### src/hdl/wsfr_pkg.sv
// ----------------------------------------------------------------------------
// wsfr_pkg
// Shared types for the WebSocket frame receiver: result codes, one result
// and the group of results that one received byte produces.
// ----------------------------------------------------------------------------
package wsfr_pkg;

  // Most results that a single received byte can produce (pong header)
  localparam int unsigned MaxResults = 6;
  localparam int unsigned CountW     = $clog2(MaxResults + 1);

  // What a result carries
  typedef enum logic [1:0] {
    KIND_DATA  = 2'd0,
    KIND_REPLY = 2'd1,
    KIND_CLOSE = 2'd2,
    KIND_EMPTY = 2'd3
  } kind_t;

  typedef struct packed {
    kind_t       kind;
    logic [7:0]  value;
    logic        msg_last;
  } result_t;

  // All results caused by one received byte, first result in res[0]
  typedef struct packed {
    logic [CountW-1:0]               count;
    result_t [MaxResults-1:0]        res;
  } burst_t;

endpackage

### src/hdl/websocket_frame_receiver.sv
// ----------------------------------------------------------------------------
// websocket_frame_receiver
// WebSocket deframer: received bytes in, payload bytes, reply bytes and
// link events out.
// ----------------------------------------------------------------------------
// One received byte enters per cycle, while the holding register is empty or
// empties, into a holding register and is parsed in a single pass; its results
// (none to six) are then sent one item per cycle, while out_tready is high, from
// the result register. A byte that gives at most one result therefore lets
// payload stream at one byte per cycle with out_tready high. A byte that
// completes a ping header gives six reply items and one that ends a close frame
// gives three items; such a byte occupies the output until all its items are
// sent, while the next byte already waits in the holding register. After a close
// frame every further byte is taken and dropped. The mask key register (cfg port,
// reset 0x12345678) applies its most significant byte to pong payload byte zero.
module websocket_frame_receiver (
  input  logic        clk,
  input  logic        rst_n,
  input  logic        in_tvalid,
  output logic        in_tready,
  input  logic [7:0]  in_tdata,    // [7:0] rx_byte
  output logic        out_tvalid,
  input  logic        out_tready,
  output logic [15:0] out_tdata,   // [7:0] value, [8] message_last, zero above
  output logic [1:0]  out_tuser,   // [1:0] kind
  output logic        out_tlast,   // run_last
  input  logic        cfg_valid,
  output logic        cfg_ready,
  input  logic [31:0] cfg_data     // mask_key
);

  wsfr_pkg::burst_t burst;
  logic             burst_load;
  logic             burst_free;

  // Parse bytes into result groups
  wsfr_parser u_parser (
    .clk        (clk),
    .rst_n      (rst_n),
    .in_tvalid  (in_tvalid),
    .in_tready  (in_tready),
    .in_tdata   (in_tdata),
    .cfg_valid  (cfg_valid),
    .cfg_ready  (cfg_ready),
    .cfg_data   (cfg_data),
    .burst_free (burst_free),
    .burst_load (burst_load),
    .burst      (burst)
  );

  // Send results one item at a time
  wsfr_emitter u_emitter (
    .clk        (clk),
    .rst_n      (rst_n),
    .burst_load (burst_load),
    .burst      (burst),
    .burst_free (burst_free),
    .out_tvalid (out_tvalid),
    .out_tready (out_tready),
    .out_tdata  (out_tdata),
    .out_tuser  (out_tuser),
    .out_tlast  (out_tlast)
  );

endmodule

### src/hdl/wsfr_parser.sv
// ----------------------------------------------------------------------------
// wsfr_parser
// Input holding register, frame parsing state and the mask key register.
// Each held byte is parsed in one pass and turns into a group of results.
// ----------------------------------------------------------------------------
module wsfr_parser (
  input  logic                clk,
  input  logic                rst_n,
  input  logic                in_tvalid,
  output logic                in_tready,
  input  logic [7:0]          in_tdata,
  input  logic                cfg_valid,
  output logic                cfg_ready,
  input  logic [31:0]         cfg_data,
  input  logic                burst_free,
  output logic                burst_load,
  output wsfr_pkg::burst_t    burst
);

  typedef enum logic [3:0] {
    PH_HDR0 = 4'b0001,
    PH_HDR1 = 4'b0010,
    PH_EXT  = 4'b0100,
    PH_PAY  = 4'b1000
  } phase_t;

  localparam logic [3:0]  OpText     = 4'h1;
  localparam logic [3:0]  OpBinary   = 4'h2;
  localparam logic [3:0]  OpClose    = 4'h8;
  localparam logic [3:0]  OpPing     = 4'h9;
  localparam logic [6:0]  LenCode16  = 7'd126;
  localparam logic [6:0]  LenCode64  = 7'd127;
  localparam logic [3:0]  ExtBytes16 = 4'd2;
  localparam logic [3:0]  ExtBytes64 = 4'd8;
  localparam logic [7:0]  PongHdr    = 8'h8A;
  localparam logic [7:0]  CloseHdr   = 8'h88;
  localparam logic [7:0]  CloseLen   = 8'h00;
  localparam logic [7:0]  MaskFlag   = 8'h80;
  localparam logic [31:0] KeyReset   = 32'h1234_5678;

  // Key byte at a mask position, most significant byte first
  function automatic logic [7:0] key_byte(input logic [31:0] key, input logic [1:0] pos);
    logic [7:0] kb;
    case (pos)
      2'd0:    kb = key[31:24];
      2'd1:    kb = key[23:16];
      2'd2:    kb = key[15:8];
      default: kb = key[7:0];
    endcase
    return kb;
  endfunction

  function automatic wsfr_pkg::result_t mk(input wsfr_pkg::kind_t k, input logic [7:0] v,
                                             input logic ml);
    wsfr_pkg::result_t r;
    r.kind     = k;
    r.value    = v;
    r.msg_last = ml;
    return r;
  endfunction

  logic        hold_valid_r, hold_valid_nxt;
  logic [7:0]  hold_byte_r;
  phase_t      phase_r, phase_nxt;
  logic [3:0]  opcode_r, opcode_nxt;
  logic [63:0] rem_r, rem_nxt;
  logic [3:0]  lbl_r, lbl_nxt;
  logic [1:0]  mpos_r, mpos_nxt;
  logic        closed_r, closed_nxt;
  logic [31:0] key_r;
  logic        consume;
  wsfr_pkg::burst_t burst_c;

  // Take a new byte whenever the holding register is empty or empties this cycle
  assign consume    = hold_valid_r && burst_free;
  assign in_tready  = !hold_valid_r || burst_free;
  assign cfg_ready  = 1'b1;
  assign burst_load = consume;
  assign burst      = burst_c;

  always_comb begin
    hold_valid_nxt = hold_valid_r;
    if (consume) begin
      hold_valid_nxt = 1'b0;
    end
    if (in_tvalid && in_tready) begin
      hold_valid_nxt = 1'b1;
    end
  end

  // Parse the held byte
  always_comb begin
    logic [63:0] len_v;
    logic [63:0] rem_dec;
    logic [3:0]  lbl_dec;
    logic        start;
    logic        empty;
    logic        last;
    phase_nxt  = phase_r;
    opcode_nxt = opcode_r;
    rem_nxt    = rem_r;
    lbl_nxt    = lbl_r;
    mpos_nxt   = mpos_r;
    closed_nxt = closed_r;
    burst_c    = '0;
    len_v      = rem_r;
    rem_dec    = rem_r - 64'd1;
    lbl_dec    = lbl_r;
    start      = 1'b0;
    empty      = 1'b0;
    last       = 1'b0;

    if (!closed_r) begin
      case (phase_r)
        PH_HDR1: begin
          rem_nxt = '0;
          if (hold_byte_r[6:0] == LenCode16) begin
            lbl_nxt   = ExtBytes16;
            phase_nxt = PH_EXT;
          end else if (hold_byte_r[6:0] == LenCode64) begin
            lbl_nxt   = ExtBytes64;
            phase_nxt = PH_EXT;
          end else begin
            lbl_nxt = '0;
            len_v   = {57'd0, hold_byte_r[6:0]};
            rem_nxt = len_v;
            start   = 1'b1;
          end
        end
        PH_EXT: begin
          len_v   = {rem_r[55:0], hold_byte_r};
          rem_nxt = len_v;
          if (lbl_r != 4'd0) begin
            lbl_dec = lbl_r - 4'd1;
          end
          lbl_nxt = lbl_dec;
          if (lbl_dec == 4'd0) begin
            start = 1'b1;
          end
        end
        PH_PAY: begin
          if (rem_r == 64'd0) begin
            phase_nxt = PH_HDR0;
          end else begin
            rem_nxt = rem_dec;
            last    = (rem_dec == 64'd0);
            case (opcode_r)
              OpText, OpBinary: begin
                burst_c.res[0] = mk(wsfr_pkg::KIND_DATA, hold_byte_r, last);
                burst_c.count  = wsfr_pkg::CountW'(1);
              end
              OpPing: begin
                burst_c.res[0] = mk(wsfr_pkg::KIND_REPLY,
                                    hold_byte_r ^ key_byte(key_r, mpos_r), last);
                burst_c.count  = wsfr_pkg::CountW'(1);
                mpos_nxt       = mpos_r + 2'd1;
              end
              default: begin
              end
            endcase
            if (last) begin
              phase_nxt = PH_HDR0;
              // Close frame done: answer and shut the link
              if (opcode_r == OpClose) begin
                burst_c.res[0] = mk(wsfr_pkg::KIND_REPLY, CloseHdr, 1'b0);
                burst_c.res[1] = mk(wsfr_pkg::KIND_REPLY, CloseLen, 1'b1);
                burst_c.res[2] = mk(wsfr_pkg::KIND_CLOSE, 8'h00, 1'b0);
                burst_c.count  = wsfr_pkg::CountW'(3);
                closed_nxt     = 1'b1;
              end
            end
          end
        end
        default: begin
          opcode_nxt = hold_byte_r[3:0];
          phase_nxt  = PH_HDR1;
        end
      endcase
    end

    // Length complete: open the payload or finish an empty frame
    if (start) begin
      empty     = (len_v == 64'd0);
      mpos_nxt  = 2'd0;
      phase_nxt = empty ? PH_HDR0 : PH_PAY;
      case (opcode_r)
        OpText, OpBinary: begin
          if (empty) begin
            burst_c.res[0] = mk(wsfr_pkg::KIND_EMPTY, 8'h00, 1'b0);
            burst_c.count  = wsfr_pkg::CountW'(1);
          end
        end
        OpPing: begin
          burst_c.res[0] = mk(wsfr_pkg::KIND_REPLY, PongHdr, 1'b0);
          burst_c.res[1] = mk(wsfr_pkg::KIND_REPLY, MaskFlag | {1'b0, len_v[6:0]}, 1'b0);
          burst_c.res[2] = mk(wsfr_pkg::KIND_REPLY, key_byte(key_r, 2'd0), 1'b0);
          burst_c.res[3] = mk(wsfr_pkg::KIND_REPLY, key_byte(key_r, 2'd1), 1'b0);
          burst_c.res[4] = mk(wsfr_pkg::KIND_REPLY, key_byte(key_r, 2'd2), 1'b0);
          burst_c.res[5] = mk(wsfr_pkg::KIND_REPLY, key_byte(key_r, 2'd3), empty);
          burst_c.count  = wsfr_pkg::CountW'(6);
        end
        OpClose: begin
          if (empty) begin
            burst_c.res[0] = mk(wsfr_pkg::KIND_REPLY, CloseHdr, 1'b0);
            burst_c.res[1] = mk(wsfr_pkg::KIND_REPLY, CloseLen, 1'b1);
            burst_c.res[2] = mk(wsfr_pkg::KIND_CLOSE, 8'h00, 1'b0);
            burst_c.count  = wsfr_pkg::CountW'(3);
            closed_nxt     = 1'b1;
          end
        end
        default: begin
        end
      endcase
    end
  end

  // Hold the incoming byte
  always_ff @(posedge clk) begin
    if (in_tvalid && in_tready) begin
      hold_byte_r <= in_tdata;
    end
  end

  // Advance the parse state
  always_ff @(posedge clk) begin
    if (!rst_n) begin
      hold_valid_r <= 1'b0;
      phase_r      <= PH_HDR0;
      opcode_r     <= '0;
      rem_r        <= '0;
      lbl_r        <= '0;
      mpos_r       <= '0;
      closed_r     <= 1'b0;
      key_r        <= KeyReset;
    end else begin
      hold_valid_r <= hold_valid_nxt;
      if (consume) begin
        phase_r  <= phase_nxt;
        opcode_r <= opcode_nxt;
        rem_r    <= rem_nxt;
        lbl_r    <= lbl_nxt;
        mpos_r   <= mpos_nxt;
        closed_r <= closed_nxt;
      end
      if (cfg_valid && cfg_ready) begin
        key_r <= cfg_data;
      end
    end
  end

endmodule

### src/hdl/wsfr_emitter.sv
// ----------------------------------------------------------------------------
// wsfr_emitter
// Result register: holds the results of one byte and sends them out one
// item per cycle while out_tready is high, marking the final one of the group.
// ----------------------------------------------------------------------------
module wsfr_emitter (
  input  logic                clk,
  input  logic                rst_n,
  input  logic                burst_load,
  input  wsfr_pkg::burst_t    burst,
  output logic                burst_free,
  output logic                out_tvalid,
  input  logic                out_tready,
  output logic [15:0]         out_tdata,   // [7:0] value, [8] message_last, zero above
  output logic [1:0]          out_tuser,   // [1:0] kind
  output logic                out_tlast
);

  wsfr_pkg::result_t [wsfr_pkg::MaxResults-1:0] res_r;
  logic [wsfr_pkg::CountW-1:0] left_r, left_nxt;
  logic [wsfr_pkg::CountW-1:0] idx_r, idx_nxt;
  wsfr_pkg::result_t cur;
  logic take;
  logic on_last;

  assign cur        = res_r[idx_r];
  assign on_last    = (left_r == wsfr_pkg::CountW'(1));
  assign out_tvalid = (left_r != '0);
  assign take       = out_tvalid && out_tready;
  assign burst_free = (left_r == '0) || (take && on_last);
  assign out_tdata  = {7'd0, cur.msg_last, cur.value};
  assign out_tuser  = cur.kind;
  assign out_tlast  = on_last;

  // Load a new group or step to the next result
  always_comb begin
    left_nxt = left_r;
    idx_nxt  = idx_r;
    if (burst_load) begin
      left_nxt = burst.count;
      idx_nxt  = '0;
    end else if (take) begin
      left_nxt = left_r - wsfr_pkg::CountW'(1);
      idx_nxt  = idx_r + wsfr_pkg::CountW'(1);
    end
  end

  always_ff @(posedge clk) begin
    if (burst_load) begin
      res_r <= burst.res;
    end
  end

  always_ff @(posedge clk) begin
    if (!rst_n) begin
      left_r <= '0;
      idx_r  <= '0;
    end else begin
      left_r <= left_nxt;
      idx_r  <= idx_nxt;
    end
  end

endmodule
### config.mk
export PLATFORM = sky130hd
export DESIGN_NAME = websocket_frame_receiver
export DESIGN_NICKNAME = d
export VERILOG_FILES = /design/src/hdl/wsfr_pkg.sv /design/src/hdl/websocket_frame_receiver.sv /design/src/hdl/wsfr_parser.sv /design/src/hdl/wsfr_emitter.sv
export SDC_FILE = /design/constraint.sdc
export NUM_CORES = 1
export LEC_CHECK = 0
export ABC_AREA = 1
export CORE_MARGIN = 2
export CORE_UTILIZATION = 47
export CTS_CLUSTER_SIZE = 20
export DETAILED_ROUTE_END_ITERATION = 8
export DONT_BUFFER_PORTS = 1
export SETUP_SLACK_MARGIN = 0.3
export SYNTH_ARGS = -nofsm -noshare
export SYNTH_HDL_FRONTEND = slang
export SYNTH_HIERARCHICAL = 1
export SYNTH_SLANG_ARGS = --single-unit
### constraint.sdc
create_clock -name clk -period 3.8 [get_ports clk]
set_input_delay 1.14 -clock clk [delete_from_list [all_inputs] [get_ports clk]]
set_output_delay 1.14 -clock clk [all_outputs]
set_load 0.01 [all_outputs]
==> impl_metrics.toml <==
[power]
power.static_leakage_nw = 5.62
power_switching_share = 0.405
power.clock.fraction = 0.282
switching_power_mw = 2.78
peakVddDrop_v = 0.000293
seqPwrFrac = 0.369
p_int_mw = 4.08
power_per_cell_area_nw_per_um2 = 563
fin_total_pwr_mw = 6.86
power_frac_comb = 0.349

[global_route]
track_usage = 0.271
via_count_of_the_first_global_routing_pass = 10100
grt_max_degree = 64
grt.overflow.total = 0
wire_length_of_the_first_global_routing_pass_um = 55000
antenna_violations_before_repair = 0

[clock_tree]
max-clock-path-buffers = 2
clock-sinks = 192
clkLatencyLatePin_ns = 0.44
cts_repair_resize_count = 0
cts_inserted_buffers = 17
tritoncts = "done"
htree_levels = 4
ctsRootBufferMaster = "sky130_fd_sc_hd__clkbuf_16"
cts.repair_timing.setup_buffer_count = 0
ctsHoldBuffers = 0
worst_setup_hold_path_clk_slew_ns = 0.08

[sta]
final_min_period_over_clock_period = 0.823
timing_worst_slew_pin_value_ns = 0.825
fin_crit_ns = 3.13
clock.fmax_mhz = 320
timing_hold_violations_final = 0
totalNegativeSetupSlack_ns = 0
postLayoutSetupSlackWorst_ns = 0.672
relSlewSlack = 0.450
worst_clock_skew_ns = 0.0177
timing_max_transition_violations_final = 0
setup_viol = 0
rsz0062_at_grt = "no"

[final_layout]
layout.cells.most_common_list = "sky130_fd_sc_hd__nand2_1 (358), sky130_fd_sc_hd__nor2_1 (292), sky130_fd_sc_hd__inv_1 (145), sky130_fd_sc_hd__dfxtp_1 (118), sky130_fd_sc_hd__a21oi_1 (117)"
area_growth_syn_to_layout_pct = 7.10
proportion_of_layout_cells_with_a_drive_suffix_above_1 = 0.0705
mostFrequentLayoutCell = "sky130_fd_sc_hd__nand2_1"
antennaDiodeCount = 0
n_fill_cell = 2372
finish.net_count = 1646

[placed_design]
port_buffers = 0
finalWeightedCongestion = 0.930
dp_slack_ns = 0.706
post-dp-hpwl_um = 24700

[setup_path]
crit_path_max_incr_delay_ns = 0.31
path_delay_family = "simple AND/OR/NAND/NOR gates"
cp.arrival_ns = 3.50
timing.critical_path.buf_inv = 2
crit_path_frequent_cell = "sky130_fd_sc_hd__nand2_1"
worst-path-stages = 20
startpoint_class = "flip-flop"
r2r.worst_path.cells = 20
path_class = "flip-flop to flip-flop"
worst-endpoint-required_ns = 4.17
crit_slowest_cell = "sky130_fd_sc_hd__dfxtp_1"
setup.worst_path.end_class = "flip-flop"
crit_chain = "inv_1 > ha_1 > nand2_1 > nor2_1 > nand3_1 > nor2_2 > nand3_1 > xor2_1 > nand2_1 > nor2_1 > nand2_1 > nor2_2 > nand2_4 > nor2_4 > nand2_2 > nand2_1 > inv_2 > o21ai_2 > o21ai_0 > a21oi_1"
critPathMaxFanout = 6

[route]
via_per_inst = 5.56
route.detailed.wl_per_inst_um = 18.0
first_iter_violations = 1000
detailroute.via_count = 10700
drt_drc_violations_left = 0
drt_pre_antenna_iters = 5
route.antenna.remaining_nets = 0
wirelength_um = 34500

[run_status]
status = "finished clean"

[synth]
synth.yosys.seq_area_share = 0.403
synth_largest_type_area_fraction = 0.208
yosysTopAreaCell = "sky130_fd_sc_hd__dfxtp_1"
netlist_area_um2 = 11400
synth_edf_count = 74
async_flop_share = 0
syn_inst_count = 1625
syn-mean-instance-area_um2 = 7.00
synthFlopType = "sky130_fd_sc_hd__dfxtp_1"
synth_warn = 6
synth_cell_types = 44
yosys_register_bits = 192
synth_top_cells_by_area = "sky130_fd_sc_hd__dfxtp_1 (21%), sky130_fd_sc_hd__edfxtp_1 (20%), sky130_fd_sc_hd__nand2_1 (12%)"

[die]
floorplan.die_area_um2 = 25500
io_pins = 67
core-area_um2 = 23600
die_h_um = 160
die_width_um = 160
std_cell_rows = 56
starting_density = 0.482

[job]
maxCapViolCount = 0

[min_path]
hp-class = "flip-flop to flip-flop"
depth_of_the_worst_hold_timing_path = 2
flip-flops by register name, indices dropped and copies added, names as in the netlist:
signal / cells
u_emitter/res_r: 66
u_parser/lbl_r: 4
u_emitter/idx_r: 3
u_parser/key_r: 32
u_parser/closed_r: 1
u_emitter/left_r: 3
u_parser/phase_r: 4
u_parser/hold_valid_r: 1
u_parser/rem_r: 64
u_parser/mpos_r: 2
u_parser/hold_byte_r: 8
u_parser/opcode_r: 4
through the flow:
stage / hold WS (ns) / cell area (um^2) / utilization / cells
after floorplan: 0.440 / 11400 / - / 1637
after global placement: 0.452 / 11500 / 0.489 / 1889
after detailed placement: 0.458 / 11500 / 0.489 / 1889
after CTS: 0.470 / 12200 / 0.516 / 1921
after global routing: 0.504 / 12200 / 0.516 / 1921
final: 0.471 / 12200 / 0.516 / 1921
area by class of cell:
cell class | count | area [um^2] | share of cell area
Clock inverter | 15 | 225 | 0.0185
Multi-Input combinational cell | 1199 | 5780 | 0.475
Tap cell | 319 | 399 | 0.0327
Clock buffer | 17 | 425 | 0.0349
Sequential cell | 192 | 4580 | 0.376
Timing Repair Buffer | 18 | 160 | 0.0131
Inverter | 161 | 611 | 0.0501
layer usage:
| metal | global-route usage | part of all wire | vias up |
|---|---|---|---|
| met1 | 0.355 | 0.43 | 4947 |
| met3 | 0.0351 | 0.058 | 65 |
| met2 | 0.464 | 0.48 | 380 |
| met4 | 0.0855 | 0.027 | 0 |
| met5 | 0 | 0 | - |
| li1 | - | - | 5291 |
worst paths after layout:
kind / start / to / slack (ns)
worst max-delay path: u_parser/rem_r[1] / u_emitter/left_r[0] / 0.67
worst min-delay path: u_parser/lbl_r[2] / u_parser/lbl_r[2] / 0.47
worst max register to register: u_parser/rem_r[1] / u_emitter/left_r[0] / 0.67
worst min register to register: u_parser/lbl_r[2] / u_parser/lbl_r[2] / 0.47
power by group through the flow:
stage | sequential [mW] | combinational (mW) | clock [mW]
floorplan | 2.52 | 1.85 | 0
global placement | 2.57 | 2.35 | 0
detailed placement | 2.57 | 2.36 | 0
CTS | 2.53 | 2.38 | 1.97
global route | 2.55 | 2.71 | 2.05
finish | 2.53 | 2.39 | 1.94
logic make-up after synthesis:
logic type / count (synthesis) / synth area share
flops: 192 / 0.403
other cells: 3 / 0.000989
fa+ha+maj: 12 / 0.0132
compound gates: 368 / 0.186
buf+inv: 246 / 0.0931
simple gates: 785 / 0.289
xor+xnor: 19 / 0.0146
tightest hold or removal path, cell delays in order (launching register included):
cell and delay, ns:
sky130_fd_sc_hd__dfxtp_1 0.32, sky130_fd_sc_hd__nand2_1 0.06, sky130_fd_sc_hd__a21oi_1 0.05
Yosys cell counts, types with 2 or more instances:
cell,number
sky130_fd_sc_hd__nand2_1,359
sky130_fd_sc_hd__nor2_1,292
sky130_fd_sc_hd__inv_1,147
sky130_fd_sc_hd__dfxtp_1,118
sky130_fd_sc_hd__a21oi_1,117
sky130_fd_sc_hd__o21ai_0,102
sky130_fd_sc_hd__edfxtp_1,74
sky130_fd_sc_hd__nand3_1,52
sky130_fd_sc_hd__clkbuf_1,45
sky130_fd_sc_hd__o22ai_1,35
sky130_fd_sc_hd__o21ai_1,33
sky130_fd_sc_hd__a211oi_1,25
sky130_fd_sc_hd__buf_4,20
sky130_fd_sc_hd__xor2_1,19
sky130_fd_sc_hd__a221oi_1,18
sky130_fd_sc_hd__nor2_2,16
sky130_fd_sc_hd__a22oi_1,14
sky130_fd_sc_hd__nand2_2,14
sky130_fd_sc_hd__ha_1,12
sky130_fd_sc_hd__buf_2,11
sky130_fd_sc_hd__nand4_1,11
sky130_fd_sc_hd__nor3_1,11
sky130_fd_sc_hd__o21a_1,11
sky130_fd_sc_hd__inv_2,10
sky130_fd_sc_hd__nor2_4,10
sky130_fd_sc_hd__a32oi_1,8
sky130_fd_sc_hd__nand3b_1,7
sky130_fd_sc_hd__buf_6,6
sky130_fd_sc_hd__or2_2,4
sky130_fd_sc_hd__buf_1,3
sky130_fd_sc_hd__clkinv_1,3
sky130_fd_sc_hd__conb_1,3
sky130_fd_sc_hd__a31oi_1,2
sky130_fd_sc_hd__and2_1,2
sky130_fd_sc_hd__nand3_2,2
(Power assumes the default switching activity.)
